==> config.mk <==
export PLATFORM = sky130hd
export DESIGN_NAME = sgi_div_stage
export DESIGN_NICKNAME = d
export VERILOG_FILES = /design/src/sv/sgi_pkg.sv /design/src/sv/sgi_div_stage.sv
export SDC_FILE = /design/constraint.sdc
export NUM_CORES = 1
export LEC_CHECK = 0
export BUFFER_PORTS_ARGS = -buffer_cell sky130_fd_sc_hd__buf_4
export CAP_MARGIN = 0
export CELL_PAD_IN_SITES_DETAIL_PLACEMENT = 1
export CELL_PAD_IN_SITES_GLOBAL_PLACEMENT = 1
export CORE_MARGIN = 2
export CORE_UTILIZATION = 42
export CTS_CLUSTER_DIAMETER = 50
export DETAILED_ROUTE_END_ITERATION = 8
export PLACE_DENSITY = 0.92
export SYNTH_ARGS = -nofsm -noshare
export SYNTH_HDL_FRONTEND = slang
export SYNTH_SLANG_ARGS = --single-unit
==> constraint.sdc <==
create_clock -name clock -period 4.6 [get_ports clock]
set_input_delay 0.69 -clock clock [delete_from_list [all_inputs] [get_ports clock]]
set_output_delay 0.69 -clock clock [all_outputs]
set_load 0.05 [all_outputs]
==> src/sv/sgi_pkg.sv <==
`timescale 1ns / 1ps
package sgi_pkg;

   typedef struct packed {
      logic valid;
      logic hit;
      logic parallel;
   } sgi_ctl_type;

endpackage

==> src/sv/sgi_div_stage.sv <==
`timescale 1ns / 1ps
module sgi_div_stage
   import sgi_pkg::*;
#(
   parameter int CW = 16,
   parameter int SHIFT = 0
) (
   input  logic                   clock,
   input  logic                   reset,
   input  logic                   ce,
   input  sgi_ctl_type            ctl_i,
   input  logic [3*CW+3:0]        rx_i,
   input  logic [3*CW+3:0]        ry_i,
   input  logic [CW:0]            qx_i,
   input  logic [CW:0]            qy_i,
   input  logic [2*CW+2:0]        den_i,
   input  logic signed [CW-1:0]   sx_i,
   input  logic signed [CW-1:0]   sy_i,
   input  logic                   nx_i,
   input  logic                   ny_i,
   output sgi_ctl_type            ctl_o,
   output logic [3*CW+3:0]        rx_o,
   output logic [3*CW+3:0]        ry_o,
   output logic [CW:0]            qx_o,
   output logic [CW:0]            qy_o,
   output logic [2*CW+2:0]        den_o,
   output logic signed [CW-1:0]   sx_o,
   output logic signed [CW-1:0]   sy_o,
   output logic                   nx_o,
   output logic                   ny_o
);

   localparam int NW = 3 * CW + 4;
   localparam int QW = CW + 1;

   sgi_ctl_type ctl_ff;
   logic [NW-1:0] rx_ff, ry_ff, dsh;
   logic [QW-1:0] qx_ff, qy_ff;
   logic [2*CW+2:0] den_ff;
   logic signed [CW-1:0] sx_ff, sy_ff;
   logic nx_ff, ny_ff, gex, gey;

   assign dsh = NW'(den_i) << SHIFT;
   assign gex = rx_i >= dsh;
   assign gey = ry_i >= dsh;

   always_ff @(posedge clock) begin
      if (reset) begin
         ctl_ff <= '0;
      end else if (ce) begin
         ctl_ff <= ctl_i;
      end
   end

   always_ff @(posedge clock) begin
      if (ce) begin
         rx_ff <= gex ? rx_i - dsh : rx_i;
         ry_ff <= gey ? ry_i - dsh : ry_i;
         qx_ff <= qx_i | (QW'(gex) << SHIFT);
         qy_ff <= qy_i | (QW'(gey) << SHIFT);
         den_ff <= den_i;
         sx_ff <= sx_i;
         sy_ff <= sy_i;
         nx_ff <= nx_i;
         ny_ff <= ny_i;
      end
   end

   assign ctl_o = ctl_ff;
   assign rx_o = rx_ff;
   assign ry_o = ry_ff;
   assign qx_o = qx_ff;
   assign qy_o = qy_ff;
   assign den_o = den_ff;
   assign sx_o = sx_ff;
   assign sy_o = sy_ff;
   assign nx_o = nx_ff;
   assign ny_o = ny_ff;

endmodule
Word-level counts from Yosys, hierarchy flattened:

Index checks and enable logic that the tools add are counted.

* mux-type cells: 2
* bitwise gates (word level): 2
* $lt $le $gt $ge: 2
* $add $sub $neg: 2

Operators by type and width (number)
* $ge 52x35->1: 2
* $mux 52: 2
* $sub 52x35->52: 2
* $or 17x1->17: 2

* register bits after elaboration: 210
* word-level logic and storage cells: 20
* output and inout port bits: 210

Depth between registers and ports, before layout:

Gate-level depths: netlist of run 1.

* depth after elaboration: 2
* gate-level depth with buffers: 13
* depth with buffers taken out: 11

Worst setup path after synthesis of run 1:

OpenSTA, ideal clock, no wires.

* kind: input -> register
* from: input ry_i[0]
* to: register ry_ff[50] (netlist: ry_o[50]) (data pin)
* path slack: 1.303 ns
* data required time: 4.342 ns
* arrival: 3.039 ns
* stages: 13
* library setup time: 0.258 ns
* cell sequence: inv_1 -> ha_1 -> fa_1 -> nor2b_1 -> o2111ai_1 -> a211oi_2 -> o2111ai_1 -> a31oi_1 -> or2_1 -> buf_6 -> buf_6 -> nand4_1 -> xnor2_1

* longest elaborated chain between the ends: 2
* elaborated cells on any way between the ends: 3
* those cells by class: 1 x add/sub; 1 x order compare; 1 x mux

Ends and longest elaborated chain
* start: declaration: line sgi_div_stage.sv:13 `input logic [3*CW+3:0] ry_i,`
* $sub 52x35->52 / $ge 52x35->1 (equally long branches): line sgi_div_stage.sv:58, sgi_div_stage.sv:45
* $mux 52 *: line sgi_div_stage.sv:58 `ry_ff <= gey ? ry_i - dsh : ry_i;`
* end signal: assignment: line sgi_div_stage.sv:58
* end: declaration: line sgi_div_stage.sv:37 `logic [NW-1:0] rx_ff, ry_ff, dsh;`

Every way passes the cells marked *; elsewhere a longest branch is shown, timed or not.
A chain may end at the register's enable or synchronous reset.

Worst setup path after layout of run 1:

* from: input den_i[7]
* to: register ry_ff[49] (netlist: ry_o[49]) (data pin)

* longest elaborated chain between the ends: 2
* elaborated cells on any way between the ends: 3
* those cells by class: 1 x add/sub; 1 x order compare; 1 x mux

Ends and longest elaborated chain
* start: declaration: line sgi_div_stage.sv:16 `input logic [2*CW+2:0] den_i,`
* $sub 52x35->52 / $ge 52x35->1 (equally long branches): line sgi_div_stage.sv:58, sgi_div_stage.sv:45
* $mux 52 *: line sgi_div_stage.sv:58

Marks and branches as above.

==> results of run 1 <==
==> cells in the final DEF (no fill, tap or decap), types with 29 or more instances in the layout <==
cell | netlist | layout
buf_4 | 0 | 427
edfxtp_1 | 207 | 207
a21oi_1 | 138 | 138
nor2_1 | 113 | 113
ha_1 | 70 | 70
nand2_1 | 70 | 69
xnor2_1 | 64 | 64
inv_1 | 60 | 60
o21ai_0 | 51 | 51
nor3_1 | 31 | 31
nand3_1 | 31 | 31
nand4_1 | 30 | 30
clkbuf_16 | 0 | 30
xor2_1 | 29 | 29
==> Yosys cell counts, types with 5 or more instances <==
library cell and n:
o2111ai_1 8, edfxtp_1 207, and4_1 6, ha_1 70
a211oi_1 8, nor4_1 13, nand4_1 30, o211ai_1 10
o31ai_1 9, nand2b_1 12, nor3b_1 5, o21ai_0 51
or3_1 13, or2_2 5, clkbuf_1 25, nand2_1 70
nand3_1 31, xor2_1 29, and2_1 9, nor3_1 31
and3_1 8, xnor2_1 64, nor2_1 113, o21a_1 14
a31oi_1 8, a21oi_1 138, mux2_2 7, a21o_1 22
o21bai_1 18, nor2b_1 11, or4_1 6, inv_1 60
buf_2 21
==> critical path, stage by stage <==
cell and delay [ps]:
buf_4 120, inv_1 140, ha_1 350, a21o_1 220
a21oi_1 200, o211ai_1 130, buf_4 170, o2111ai_1 260
a31oi_1 240, nor2_1 1030, nor4_1 210, xor2_1 200
==> kinds of logic (layout without fill, tap and decap cells) <==
group           count (synthesis)  in the layout
xor+xnor                       93             93
mux                            11             11
simple gates                  377            377
other cells                     0              7
compound gates                320            320
fa+ha+maj                      72             72
flops                         210            210
buf+inv                       109            547
==> sequential cells by signal, summed over array words and instances, names as in the netlist <==
name and count:
sy_o 16, ny_o 1, ry_o 52, rx_o 52
qx_o 17, nx_o 1, ctl_o 3, qy_o 17
den_o 35, sx_o 16
==> per-stage QoR <==
stage	power [W]	utilization, %	hold slack [ps]	instances
6_report	0.00689	57.8	292	2027
4_1_cts	0.00691	57.8	274	2020
3_5_place_dp	0.00460	54.4	487	1964
5_1_grt	0.00711	57.8	271	2025
3_3_place_gp	0.00453	54.4	481	1964
2_1_floorplan	0.00380	-	733	1192
==> per-layer routing <==
layer	wire (microns)	GRT usage, %	up-vias
met1	18700	35.3	5758
met3	3640	6.80	138
met5	0	0	-
li1	-	-	5291
met2	24400	53.4	530
met4	2590	14.9	0
==> final timing paths <==
check	slack (ps)	start	end	cells after the start
min reg2reg	510	ctl_o[2]	ctl_o[2]	2
max reg2reg	3930	ctl_o[0]	ctl_o[0]	2
min	290	qy_i[9]	qy_o[9]	1
max	930	den_i[7]	ry_o[49]	12
==> area by class of cell <==
type                       count  share of cell area, %
clock inverter                22                   1.25
tap                          390                   2.87
timing repair buffer         431                   19.3
multi-input combinational    873                   33.7
inverter                      60                   1.32
antenna                        7                  0.103
clock buffer                  34                   4.56
sequential                   210                   36.9
==> power by group <==
part / internal, W / switching, W
logic: 0.000696 / 0.00146
registers: 0.00236 / 0.0000759
clock network: 0.00135 / 0.000948
==> summary.md, run 1 <==
| Metric | Value |
|---|---|
| Antenna violations before repair | `7` |
| Clock Pin Slew Worst Setup and Hold Paths | `60 ps` |
| Final setup margin | `930 ps` |
| Routed via count | `between 10,000 and 15,000` |
| Footprint of the multi-input gates | `between 5000 and 6000 sq um` |
| Pre-CTS worst setup slack | `503 ps` |
| DRT antenna net count | `0` |
| Synth area leader | `edfxtp_1` |
| Simple-gate share of the synthesized area | `15.2%` |
| Number of synthesized flops with an enable pin | `207` |
| Synth Area in Compound Gates | `15.9%` |
| Total die area | `31,000 sq um` |
| Async SR Flop Fraction | `0%` |
| Fin crit share | `79.8%` |
| DPL Wire Length | `38.5 mm` |
| Share of cells above drive strength 1 | `31.2%` |
| Syn. warnings | `0` |
| Fin crit period | `3670 ps` |
| Area growth from synthesis to layout | `36.5%` |
| Rows | `63` |
| Max-cap violations | `0` |
| DP Area | `approximately 16,000 sq um` |
| 1st-pass router iterations | `5` |
| Largest family of logic cells by synthesized area | `compound AO/OA/AOI/OAI gates` |
| Post-synthesis sequential area ratio | `50.4%` |
| Critical Path Source Type | `input port` |
| Worst-path maximum fanout | `15` |
| Fin Setup TNS | `0 ps` |
| IO buf count | `422` |
| Worst slew margin | `between 10% and 20%` |
| First-pass GRT wire length | `between 70 and 80 mm` |
| Gates resized, CTS repair | `0` |
| Sink Count | `210` |
| Synth area leaders | `edfxtp_1, ha_1, a21oi_1, xnor2_1, nor2_1` |
| DR iter-0 viols | `around 900` |
| Largest net degree at the start of global routing | `100` |
| Critical Path AT | `3970 ps` |
| H-tree lvl count | `1` |
| RSZ-0062 raised after global routing | `no` |
| Vias per std cell | `5.78` |
| Syn Nets | `1,477` |
| Final setup vio count | `0` |
| Final hold violation count | `0` |
| Synth top area share | `between 40 and 50%` |
| # fillers | `3,272` |
| Clk buf depth | `3` |
| VDD IR-drop max | `0.000272 V` |
| Die Y-Extent | `approximately 180 microns` |
| Maximum clock rate | `273 MHz` |
| Setup crit end kind | `flip-flop` |
| Core area | `29,400 sq um` |
| CTS tree | `done` |
| Vias in the first global route | `12,200` |
| Clock latency on the worst-skew pair | `around 560 ps` |
| Io pins | `between 400 and 500` |
| Total CTS buffers | `30` |
| Final GP Congestion | `about 0.95` |
| Detailed-route wire length per cell | `24.4 microns` |
| Worst EP required | `4900 ps` |
| Pins Over Slew Limit | `0` |
| Netlist cell types | `72` |
| Starting Density | `42.3%` |
| CP Class | `input port to flip-flop` |
| Hold Crit Class | `input port to flip-flop` |
| Remaining DRCs | `0` |
| Area occupied by registers | `between 6000 and 7000 sq um` |
| Syn_area_per_cell | `10.4 sq um` |
| CTS Root Cell | `clkbuf_16` |
| Die Width | `176 microns` |
| Adder-Cell Fraction of Synth Area | `7.36%` |
| Skew final | `0 ps` |
| Design area | `17,000 sq um` |
| WL final | `~49 mm` |
| GR Overflow Total | `0` |
| Cell Area, Synth | `12,400 sq um` |
| XOR/XNOR share of the synthesized area | `6.54%` |
| Worst-margin pin slew | `1300 ps` |
| Status | `finished clean` |
| Post-Syn Instances | `1,192` |
| # hold bufs at CTS | `0` |
| Fin nets | `1,891` |
| Power Density | `~400 nW/um^2` |
| Ys flop type | `edfxtp_1` |
| Leak pwr | `roughly 7 nW` |
| Total GRT Usage | `~31%` |
| Yosys reg bits | `210` |
| Mux contribution to synthesized area | `0.965%` |
| Setup Buffers After CTS | `0` |
Note: power is estimated with default switching activity, not from simulation.
==> run 2: changes to the inputs <==
- CORE_UTILIZATION: 42 -> 39
- PLACE_DENSITY: 0.92 -> 0.87
- clock period: 4.6 -> 3.6 ns (I/O delays scaled with it)
==> summary.md, run 2 (synthesis gave the netlist of run 1 again) <==
| Metric | Value |
|---|---|
| Setup crit end kind | `flip-flop` |
| 1st-pass router iterations | `5` |
| Commonest non-fill, non-tap cells in the layout | `buf_4, edfxtp_1, a21oi_1` |
| Remaining DRCs | `0` |
| Worst-path maximum fanout | `5` |
| Die Width | `183 microns` |
| Pins Over Slew Limit | `0` |
| Worst EP required | `3910 ps` |
| Io pins | `423` |
| Fin nets | `1,944` |
| Skew final | `0 ps` |
| Crit-path most repeated cell | `buf_4` |
| GR Overflow Total | `0` |
| Max-cap violations | `0` |
| Total GRT Usage | `28.4%` |
| Slowest stage delay, CP | `510 ps` |
| Largest net degree at the start of global routing | `80` |
| Crit path cell chain | `buf_4, inv_1, ha_1, nand2b_1, a21oi_1, o31ai_1, buf_4, o31a_1, o21ai_0, a2bb2oi_1, buf_4, o2111ai_1, xnor2_1` |
| Area growth from synthesis to layout | `40.0%` |
| IO buf count | `between 400 and 500` |
| DPL Wire Length | `39.6 mm` |
| Fin crit period | `3090 ps` |
| Worst slew margin | `56.6%` |
| Die Y-Extent | `183 microns` |
| Detailed-route wire length per cell | `~23 microns` |
| Hold Crit Class | `input port to flip-flop` |
| Worst-margin pin slew | `634 ps` |
| VDD IR-drop max | `0.000351 V` |
| First-pass GRT wire length | `approximately 73 mm` |
| H-tree lvl count | `1` |
| Vias in the first global route | `12,300` |
| Gates resized, CTS repair | `0` |
| Critical Path Source Type | `input port` |
| Tot Pwr | `roughly 0.0088 W` |
| Critical Path AT | `3390 ps` |
| Core area | `31,500 sq um` |
| Final hold violation count | `0` |
| Total CTS buffers | `29` |
| CTS Root Cell | `clkbuf_16` |
| Leak pwr | `7.37 nW` |
| Final setup vio count | `0` |
| CP delay by family, top | `compound AO/OA/AOI/OAI gates` |
| Final GP Congestion | `0.931` |
| Sink Count | `210` |
| Routed via count | `11,700` |
| CP Class | `input port to flip-flop` |
| Setup Buffers After CTS | `0` |
| # hold bufs at CTS | `0` |
| Commonest non-fill, non-tap cell in the layout | `buf_4` |
| Hold Slack | `147 ps` |
| DR iter-0 viols | `between 600 and 700` |
| Maximum clock rate | `324 MHz` |
| Vias per std cell | `~5.6` |
| Buffers and inverters on the worst path | `4` |
| Starting Density | `39.6%` |
| Clock Pin Slew Worst Setup and Hold Paths | `60 ps` |
| Slowest stage cell, crit path | `o21ai_0` |
| Fin Setup TNS | `0 ps` |
| Total die area | `33,400 sq um` |
| Fin crit share | `85.7%` |
| Status | `finished clean` |
| Share of cells above drive strength 1 | `33.3%` |
| Clk buf depth | `3` |
| CTS tree | `done` |
| Antenna violations before repair | `3` |
| Power Density | `506 nW/um^2` |
| WL final | `49.0 mm` |
| RSZ-0062 raised after global routing | `no` |
| Clock latency on the worst-skew pair | `560 ps` |
| Rows | `65` |
| DRT antenna net count | `0` |
==> run 2: cell count changes in the layout (fill, tap and decap cells not counted), sizes merged <==
cell,previous run,this run
inv,68,66
buf,430,485
diode,7,3
clkinv,11,9
clkinvlp,1,2
==> run 2: report_power, final <==
group,internal (W),switching (W)
clock network,0.00171,0.00119
registers,0.00302,0.0000951
logic,0.000933,0.00187
total,0.00567,0.00315
==> run 2: per-stage QoR <==
step / area (sq um) / util [%] / worst slack, ps / instances
floorplan: 12400 / - / 453 / 1192
global placement: 16400 / 52.2 / 116 / 2030
detailed placement: 16400 / 52.2 / 31.2 / 2030
CTS: 17400 / 55.3 / 569 / 2084
global route: 17400 / 55.4 / 389 / 2086
finish: 17400 / 55.4 / 513 / 2087
==> run 2: path summary, 6_finish.rpt <==
path,slack (ps),start,end,depth (start not counted)
setup / recovery,510,den_i[1],rx_o[47],13
hold / removal,150,sy_i[7],sy_o[7],1
setup reg to reg,2970,ctl_o[0],ctl_o[0],2
hold reg to reg,510,ctl_o[2],ctl_o[2],2
==> run 2: cell type report <==
class                           count  area [sq um]
Antenna cell                        3          7.51
Clock buffer                       35           778
Clock inverter                     19           200
Fill cell                        3437         14000
Inverter                           60           225
Multi-Input combinational cell    873          5720
Sequential cell                   210          6280
Tap cell                          402           503
Timing Repair Buffer              485          3710
==> run 2: worst reg2reg max path, cell delays in order, from the launching register on <==
cell and delay (ps):
dfxtp_1 320, mux2i_1 140, nor2_1 60
==> run 2: per-layer routing <==
metal | part of all wire [%] | wire, microns | GRT usage [%]
met5 | 0 | 0 | 0
met1 | 38 | 18700 | 32.5
met3 | 7.0 | 3420 | 5.99
met2 | 50 | 24500 | 50.8
met4 | 5.0 | 2440 | 13.4
